==> config.mk <==
export PLATFORM = sky130hd
export DESIGN_NAME = utf8_stream_sanitizer
export DESIGN_NICKNAME = d
export VERILOG_FILES = /design/src/sv/uss_pkg.sv /design/src/sv/uss_step.sv /design/src/sv/utf8_stream_sanitizer.sv
export SDC_FILE = /design/constraint.sdc
export NUM_CORES = 1
export LEC_CHECK = 0
export ABC_CLOCK_PERIOD_IN_PS = 6150
export BUFFER_PORTS_ARGS = -buffer_cell sky130_fd_sc_hd__buf_4
export CAP_MARGIN = 40
export CORE_UTILIZATION = 55
export DETAILED_ROUTE_END_ITERATION = 7
export PLACE_DENSITY = 0.82
export SLEW_MARGIN = 10
export SYNTH_ARGS = -nofsm -noshare
export SYNTH_HDL_FRONTEND = slang
export SYNTH_SLANG_ARGS = --single-unit
==> constraint.sdc <==
create_clock -name clk -period 6.15 [get_ports clk]
set_input_delay 0.9225 -clock clk [delete_from_list [all_inputs] [get_ports clk]]
set_output_delay 0.9225 -clock clk [all_outputs]
set_load 0.01 [all_outputs]
==> src/sv/uss_pkg.sv <==
// Shared types, byte-class constants and range-check functions for the UTF-8 sanitizer.
// Used by uss_step, utf8_stream_sanitizer and uss_checker; depends on nothing.
`default_nettype none
package uss_pkg;

	localparam logic [7:0]  ASCII_MAX    = 8'h7F;
	localparam logic [7:0]  LEAD2_MIN    = 8'hC2;
	localparam logic [7:0]  LEAD2_MAX    = 8'hDF;
	localparam logic [7:0]  LEAD3_MIN    = 8'hE0;
	localparam logic [7:0]  LEAD3_MAX    = 8'hEF;
	localparam logic [7:0]  LEAD4_MIN    = 8'hF0;
	localparam logic [7:0]  LEAD4_MAX    = 8'hF4;
	localparam logic [7:0]  CONT_MIN     = 8'h80;
	localparam logic [7:0]  CONT_MAX     = 8'hBF;
	localparam logic [7:0]  E0_CONT_MIN  = 8'hA0;
	localparam logic [7:0]  ED_LEAD      = 8'hED;
	localparam logic [7:0]  ED_CONT_MAX  = 8'h9F;
	localparam logic [7:0]  F0_CONT_MIN  = 8'h90;
	localparam logic [7:0]  F4_CONT_MAX  = 8'h8F;
	localparam logic [15:0] CAP_RESET    = 16'd256;

	typedef struct packed {
		logic [7:0] in_byte;
		logic       last;
	} in_item_t;

	typedef struct packed {
		logic [7:0]  out_byte;
		logic        is_summary;
		logic        changed;
		logic [15:0] out_length;
		logic        end_of_run;
	} out_item_t;

	typedef struct packed {
		logic [2:0][7:0] pend;
		logic [1:0]      pcnt;
		logic [15:0]     emitted;
		logic            dropped;
		logic            stopped;
	} seq_state_t;

	typedef struct packed {
		logic [3:0][7:0] bytes;
		logic [2:0]      dcnt;
		logic            summ;
		logic            chg;
		logic [15:0]     len;
	} burst_t;

	function automatic logic [2:0] lead_len(input logic [7:0] b);
		logic [2:0] n;
		n = 3'd0;
		if (b <= ASCII_MAX) n = 3'd1;
		else if (b >= LEAD2_MIN && b <= LEAD2_MAX) n = 3'd2;
		else if (b >= LEAD3_MIN && b <= LEAD3_MAX) n = 3'd3;
		else if (b >= LEAD4_MIN && b <= LEAD4_MAX) n = 3'd4;
		return n;
	endfunction

	function automatic logic cont_ok(input logic [7:0] lead, input logic [1:0] pos,
			input logic [7:0] b);
		logic [7:0] lo;
		logic [7:0] hi;
		lo = CONT_MIN;
		hi = CONT_MAX;
		if (pos == 2'd1) begin
			if (lead == LEAD3_MIN) lo = E0_CONT_MIN;
			else if (lead == ED_LEAD) hi = ED_CONT_MAX;
			else if (lead == LEAD4_MIN) lo = F0_CONT_MIN;
			else if (lead == LEAD4_MAX) hi = F4_CONT_MAX;
		end
		return (b >= lo) && (b <= hi);
	endfunction

endpackage
`default_nettype wire

==> src/sv/uss_step.sv <==
// Next-state and result-burst logic for one byte of the UTF-8 sanitizer.
// Depends on uss_pkg (types, lead_len, cont_ok).
`default_nettype none
module uss_step (
	input  uss_pkg::seq_state_t st,
	input  uss_pkg::in_item_t   item,
	input  logic [15:0]         cap,
	output uss_pkg::seq_state_t nxt,
	output uss_pkg::burst_t     burst
);
	import uss_pkg::*;

	logic [7:0]  b;
	logic [7:0]  lead;
	logic [2:0]  len;
	logic [2:0]  blen;
	logic [1:0]  p;
	logic        do_start;
	logic [16:0] fill_seq;
	logic [16:0] fill_one;

	assign b        = item.in_byte;
	assign lead     = st.pend[0];
	assign len      = lead_len(lead);
	assign blen     = lead_len(b);
	assign p        = st.pcnt;
	assign fill_seq = {1'b0, st.emitted} + {14'd0, len};
	assign fill_one = {1'b0, st.emitted} + 17'd1;

	always_comb begin
		nxt      = st;
		burst    = '0;
		do_start = 1'b0;
		if (st.stopped) begin
			nxt.dropped = 1'b1;
		end else if (p == 2'd0) begin
			do_start = 1'b1;
		end else if ({1'b0, p} < len && cont_ok(lead, p, b)) begin
			if ({1'b0, p} + 3'd1 == len) begin
				if (fill_seq >= {1'b0, cap}) begin
					nxt.stopped = 1'b1;
					nxt.dropped = 1'b1;
					nxt.pcnt    = 2'd0;
				end else begin
					for (int i = 0; i < 3; i++) begin
						if (2'(i) < p) burst.bytes[i] = st.pend[i];
					end
					burst.bytes[p] = b;
					burst.dcnt     = len;
					nxt.emitted    = fill_seq[15:0];
					nxt.pcnt       = 2'd0;
				end
			end else begin
				nxt.pend[p] = b;
				nxt.pcnt    = p + 2'd1;
			end
		end else begin
			nxt.dropped = 1'b1;
			nxt.pcnt    = 2'd0;
			do_start    = 1'b1;
		end

		if (do_start) begin
			if (fill_one >= {1'b0, cap}) begin
				nxt.stopped = 1'b1;
				nxt.dropped = 1'b1;
				nxt.pcnt    = 2'd0;
			end else if (blen == 3'd0) begin
				nxt.dropped = 1'b1;
			end else if (blen == 3'd1) begin
				burst.bytes[0] = b;
				burst.dcnt     = 3'd1;
				nxt.emitted    = fill_one[15:0];
			end else begin
				nxt.pend[0] = b;
				nxt.pcnt    = 2'd1;
			end
		end

		if (item.last) begin
			if (nxt.pcnt != 2'd0) nxt.dropped = 1'b1;
			burst.summ = 1'b1;
			burst.chg  = nxt.dropped;
			burst.len  = nxt.emitted;
			nxt        = '0;
		end
	end

endmodule
`default_nettype wire

==> src/sv/utf8_stream_sanitizer.sv <==
// UTF-8 stream sanitizer: input register, per-byte check, result burst register.
// Depends on uss_pkg and uss_step.
//
// Usage:
//   in channel  : in_valid/in_ready with in_data {in_byte, last}, one source byte per beat.
//   out channel : out_valid/out_ready with out_data {out_byte, is_summary, changed,
//                 out_length, end_of_run}; each byte yields zero to five result beats.
//   cfg port    : cfg_wr_en/cfg_wr_data write out_capacity at once; write only while idle.
//   A byte enters the input register; its burst loads once the burst register is free.
//   Throughput: one byte per cycle while out_ready is high and each byte yields at most
//   one result; more results hold the out port until they drain, since the burst register
//   drains one result per beat and takes the next byte's burst on its final beat.
//   Bytes of a multi-byte sequence are held until the sequence is complete, then released
//   as a burst; the summary beat follows the byte marked last.
//   Reset: channels empty, pending sequence cleared, out_capacity returns to 256.
//   Stall: while out_ready is low the current result holds, the burst waits and the
//   input register fills; in_ready then drops until the burst drains.
`default_nettype none
module utf8_stream_sanitizer (
	input  logic               clk,
	input  logic               arst_n,
	input  logic               in_valid,
	output logic               in_ready,
	input  uss_pkg::in_item_t  in_data,
	output logic               out_valid,
	input  logic               out_ready,
	output uss_pkg::out_item_t out_data,
	input  logic               cfg_wr_en,
	input  logic [15:0]        cfg_wr_data
);
	import uss_pkg::*;

	in_item_t   item_s1;
	logic       valid_s1;
	seq_state_t st_q;
	seq_state_t st_nxt;
	burst_t     burst_nxt;
	burst_t     burst_s2;
	logic [15:0] cap_q;
	logic [2:0] rem_q;
	logic [2:0] idx_q;
	logic       burst_free;
	logic       load;
	logic       is_data;

	uss_step u_step (
		.st    (st_q),
		.item  (item_s1),
		.cap   (cap_q),
		.nxt   (st_nxt),
		.burst (burst_nxt)
	);

	assign out_valid  = (rem_q != 3'd0);
	assign burst_free = (rem_q == 3'd0) || (rem_q == 3'd1 && out_ready);
	assign load       = valid_s1 && burst_free;
	assign in_ready   = !valid_s1 || load;

	always_ff @(posedge clk or negedge arst_n) begin
		if (!arst_n) begin
			valid_s1 <= 1'b0;
			st_q     <= '0;
			cap_q    <= CAP_RESET;
			rem_q    <= 3'd0;
			idx_q    <= 3'd0;
		end else begin
			if (cfg_wr_en) cap_q <= cfg_wr_data;
			if (in_ready) valid_s1 <= in_valid;
			if (load) begin
				st_q  <= st_nxt;
				rem_q <= burst_nxt.dcnt + {2'd0, burst_nxt.summ};
				idx_q <= 3'd0;
			end else if (out_valid && out_ready) begin
				rem_q <= rem_q - 3'd1;
				idx_q <= idx_q + 3'd1;
			end
		end
	end

	always_ff @(posedge clk) begin
		if (in_ready && in_valid) item_s1 <= in_data;
		if (load) burst_s2 <= burst_nxt;
	end

	assign is_data = (idx_q < burst_s2.dcnt);

	always_comb begin
		out_data            = '0;
		out_data.end_of_run = (rem_q == 3'd1);
		if (is_data) begin
			out_data.out_byte = burst_s2.bytes[idx_q[1:0]];
		end else begin
			out_data.is_summary = 1'b1;
			out_data.changed    = burst_s2.chg;
			out_data.out_length = burst_s2.len;
		end
	end

endmodule
`default_nettype wire

# Yosys cells after proc, flatten, opt, wreduce, memory -nomap -nowiden
# Cells that the tools add are included.
# W data, S select, Z words.
[op_classes]
muxes = 93
addsub = 7
magnitude_cmp = 26
reduce_logical = 25
bitwise = 2
eq_ne = 11
[ops]
columns = ["op", "n"]
rows = [
  ["$mux W8", 33],
  ["$mux W18", 6],
  ["$mux W11", 9],
  ["$mux W44", 2],
  ["$mux W16", 4],
  ["$ge A8 B8 Y1 const B", 6],
  ["$le A8 B8 Y1 const B", 6],
  ["$mux W24", 2],
  ["$mux W42", 1],
  ["$mux W3", 12],
  ["$ge A17 B16 Y1", 2],
  ["$bwmux W32", 1],
  ["$eq A8 B8 Y1 const B", 4],
  ["$mux W28", 1],
  ["$mux W26", 1],
  ["$bwmux W24", 1],
  ["$add A16 B1 Y17 const B", 1],
  ["$add A16 B3 Y17", 1],
  ["$bmux W8 S2", 1],
  ["$demux W8 S2", 1],
  ["$le A8 B7 Y1 const B", 2],
  ["$logic_and A1 B1 Y1", 13],
  ["$mux W1", 11],
  ["$mux W10", 1],
  ["other kinds (29)", 42],
]
[word_totals]
word_cells = 184
inputBits = 30
register_bits = 128
out_inout_bits = 29

# Logic depth before layout (Yosys ltp)
[depth]
depth_word = 26
ltp_mapped = 25
mapped_depth_nobuf = 22

# Modules after synthesis
# Synthesis repeated with hierarchy kept, for this count alone.
[unflattened]
cells_unflattened = 847
area_unflattened_um2 = 8682.1
[by_module_without_submodules]
columns = ["mod", "instances", "cells_per_inst", "area_per_inst_um2", "seq_area_each_um2"]
rows = [
  ["utf8_stream_sanitizer", 1, 274, 4909.7, 3509.6],
  ["uss_step", 1, 573, 3772.4, 0.0],
]

# Least setup slack after synthesis
# No wires, ideal clock.
[synth_timing]
path_kind = "reg2reg"
from = "register st_q[24] (netlist bit)"
to = "register rem_q[2]"
t_required_ns = 6.018
path_buffers = 4
setup_ns = 0.132
arrival_ns = 5.064
period_less_slack_ns = 5.196
setup_slack_ns = 0.954
path_stages_with_launch = 25
path_cell_list = "dfrtp_1 buf_2 nand4_2 nor3_1 clkbuf_1 ha_1 a21o_1 and3_1 clkbuf_1 nand3_1 nor2_1 nand3_1 xnor2_1 ha_1 nand3_1 or4_1 o21ai_0 nor3_2 buf_2 a21o_1 ha_1 ha_1 nand2_1 a21oi_1 or3b_1"
[synth_rtl]
columns = ["item", "line", "rtl"]
rows = [
  ["from (decl)", "utf8_stream_sanitizer.sv:35", "seq_state_t st_q;"],
  ["from (signal assigned)", "utf8_stream_sanitizer.sv:70", "st_q <= st_nxt;"],
  ["to (signal assigned)", "utf8_stream_sanitizer.sv:71", "rem_q <= burst_nxt.dcnt + {2'd0, burst_nxt.summ};"],
  ["to (signal assigned)", "utf8_stream_sanitizer.sv:74", "rem_q <= rem_q - 3'd1;"],
  ["to (decl)", "utf8_stream_sanitizer.sv:40", "logic [2:0] rem_q;"],
]

==> metrics.md <==
| Metric | Value |
|---|---|
| Port Buffer Count | 58 |
| IO Pins | 59 |
| Worst setup SP type | flip-flop |
| Fmax | 0.179 GHz |
| Syn. warnings | 0 |
| Average size of a mapped cell | 9.70 um^2 |
| Htree depth | 4 |
| Primary FF master, synth | dfrtp_1 |
| RSZ-0062 raised after global routing | false |
| Vias in the first global route | 6212 |
| Main combinational cell family by area after synthesis | simple AND/OR/NAND/NOR gates |
| Initial antenna violation count | 0 |
| Ys async rst share | 52.3% |
| ANT nets after route | 0 |
| Worst path slowest cell | o21ai_0 |
| DR pass1 iterations | 6 |
| Slew HR | 43.5% |
| Die ar. | 0.0155 mm^2 |
| Final hold viol count | 0 |
| Design area | 0.00939 mm^2 |
| Reg clk slew, reported paths | 60 ps |
| Crit path capture type | flip-flop |
| Vias/cell | 6.27 |
| CTS tree | yes |
| Part of the power in registers | 33.7% |
| Internal power | 0.00256 W |
| Max-cap violations | 0 |
| Mux cell area share after synthesis | 4.54% |
| Worst Hold Class | primary input to asynchronous set/reset pin |
| Starting Density | 56.5% |
| Vias | 6764 |
| Sum Neg Setup Slack | 0 ps |
| Pwr Total | 0.00418 W |
| Crit-path max cell delay | 660 ps |
| Synth Instances | 850 |
| Complex-gate fraction of the synthesized area | 16.1% |
| Routed len/inst | 18.9 um |
| Max IR drop VDD | 0.000236 V |
| Worst Path Buf+Inv | 0 |
| Status | complete, no violations |
| Count of unique library cells instantiated by Yosys | 79 |
| Grt total ovfl | 0 |
| Clock power share | 25.6% |
| P_leak | 3.85 nW |
| Most frequent cells in the layout | nand2_1, dfrtp_1, buf_4 |
| CP required | 6460 ps |
| Post-synthesis xor/xnor area fraction | 3.19% |
| Die Y | 124 um |
| Critical path depth | 20 |
| Worst-Margin Slew | 848 ps |
| Pin count of the biggest net entering global routing | 51 |
| Die width | 124 um |
| CTS Buffer Depth | 2 |
| Commonest non-fill, non-tap cell in the layout | nand2_1 |
| Global-route wire length before repair | 33.2 mm |
| Reg2reg path depth | 20 |
| Final WS setup | 556 ps |
| Routability cong. | 0.909 |
| Logic pwr share | 40.7% |
| Post-Syn Area | 0.00824 mm^2 |
| HPWL Detailed | 13.8 mm |
| Setup Buffers After CTS | 0 |
| CP top delay family | simple AND/OR/NAND/NOR gates |
| Crit path cell chain | nand4_2 > nor3_1 > ha_1 > a21o_1 > and3_1 > nand3_1 > nor2_1 > nand3_1 > xnor2_1 > ha_1 > nand3_1 > or4_1 > o21ai_0 > nor3_2 > a21o_1 > ha_1 > ha_1 > nand2_1 > a21oi_1 > or3b_1 |
| Most frequent CP cell | ha_1 |
| Dpl cell area | 0.00877 mm^2 |
| Yosys reg bits | 128 |
| Synthesized-area fraction occupied by adder cells | 8.44% |
| Hold slack | 403 ps |
| Post-synthesis simple-gate area fraction | 20.4% |
| Fill cells | 1172 |
| Inserted Clock Buffers | 17 |
| Total power per unit cell area | 446 mW/mm^2 |
| Root Driver | clkbuf_16 |
| Post-synth EDFFs | 61 |
| Area grow syn2layout | 13.9% |
| Final period util | 91.0% |
| CP Data Arrival Time | 5900 ps |
| First DRT Iteration DRCs | 726 |
| DRC | 0 |
| CTS Hold Bufs | 0 |
| Clock latency on the worst-skew pair | 430 ps |
| # rows | 44 |
| Slew Viols, Final | 0 |
| Net load switching power | 0.00162 W |
| Synthesized Nets | 935 |
| Post-CTS Resized | 0 |
| Pre-CTS setup slack | 651 ps |
| Gr usage total | 27.2% |
| Clock Skews | 12.8 ps |
| # nets final | 967 |
| Final critical-path required period | 5590 ps |
| # diodes | 0 |
| Core area | 0.0146 mm^2 |
| Switching Share | 38.8% |
| Max FO, Critical Path | 9 |
| Final wirelength | 20.4 mm |
| Clock sinks | 128 |
| CP Class | flip-flop to flip-flop |
| Register area share after synthesis | 42.6% |
| Final setup fails | 0 |
| Share of layout cells above drive strength 1 | 14.1% |
[stage by stage]
stage	utilization, %	std cells
4_1_cts	64.3	1079
2_1_floorplan	-	850
6_report	64.3	1079
3_5_place_dp	60.1	1047
5_1_grt	64.3	1079
3_3_place_gp	59.9	1044
[metal layers]
metal  up-vias  share of wire (%)  track usage, %
li1       3175                  -               -
met5         -                  0               0
met2       347                 42            37.5
met1      3200                 47            41.9
met3        42                8.9            5.76
met4         0                2.0            9.50
[kinds of logic after synthesis]
| kind of cell | Yosys count |
|---|---|
| and+or+nand+nor | 322 |
| AOI/OAI and AO/OA | 188 |
| DFF | 128 |
| buffers and inverters | 99 |
| adders and majority gates | 55 |
| xor gates and xnor gates | 30 |
| muxes | 27 |
| other | 1 |
[registers in the layout, summed over array words and instances (netlist names)]
register	count
item_s1	9
valid_s1	1
idx_q	3
st_q	44
burst_s2	52
cap_q	16
rem_q	3
[power groups by stage]
stage / registers (W) / clock network [W] / logic, W
floorplan: 0.00126 / 0 / 0.00126
global placement: 0.00140 / 0 / 0.00163
detailed placement: 0.00141 / 0 / 0.00167
CTS: 0.00140 / 0.00108 / 0.00169
global route: 0.00144 / 0.00111 / 0.00188
finish: 0.00141 / 0.00107 / 0.00170
[synth_stat cells, drive strengths merged, types with 5 or more instances]
cell type  count  area share (%)
o311ai         5            0.53
inv           42             1.9
or3            8            0.73
a211o          6            0.64
nand3         25             1.5
nor2          52             2.4
a31oi          7            0.53
nand2         94             4.3
nor2b         17             1.3
nand2b         9            0.68
a21o          11             1.0
a2bb2oi        5            0.53
a21oi         38             2.3
nor3          27             1.8
nand4         14             1.1
o21ai         41             2.5
mux4           8             2.2
mux2i         16             1.9
o31ai          5            0.46
clkbuf        37             1.7
a22o          12             1.3
edfxtp        61              22
nor3b          7            0.64
dfrtp         66              20
xor2           8            0.85
and2          25             1.9
a22oi         17             1.5
and4           7            0.74
buf           19             1.1
and3           9            0.68
o21a           5            0.46
or4            6            0.55
xnor2         22             2.3
nor4           8            0.61
ha            54             8.2
[path summary, 6_finish.rpt]
kind	start	to	slack, ps
worst max-delay path	st_q[24]$_DFFE_PN0P_	rem_q[2]$_DFFE_PN0P_	560
worst min-delay path	arst_n	cap_q[11]$_DFFE_PN0P_	400
worst max register to register	st_q[24]$_DFFE_PN0P_	rem_q[2]$_DFFE_PN0P_	560
worst min register to register	st_q[34]$_DFFE_PN0P_	st_q[34]$_DFFE_PN0P_	490
max in group asynchronous	arst_n	cap_q[8]$_DFFE_PN1P_	5150
min in group clk	st_q[34]$_DFFE_PN0P_	st_q[34]$_DFFE_PN0P_	490
[final cells by class]
type | count | area [um^2] | area share [%]
clock inverter | 12 | 183 | 1.95
inverter | 43 | 161 | 1.72
tap | 184 | 230 | 2.45
clock buffer | 20 | 437 | 4.65
timing repair buffer | 69 | 526 | 5.60
sequential | 128 | 3510 | 37.4
multi-input combinational | 623 | 4340 | 46.2
Power figures use the tool's default switching activity.
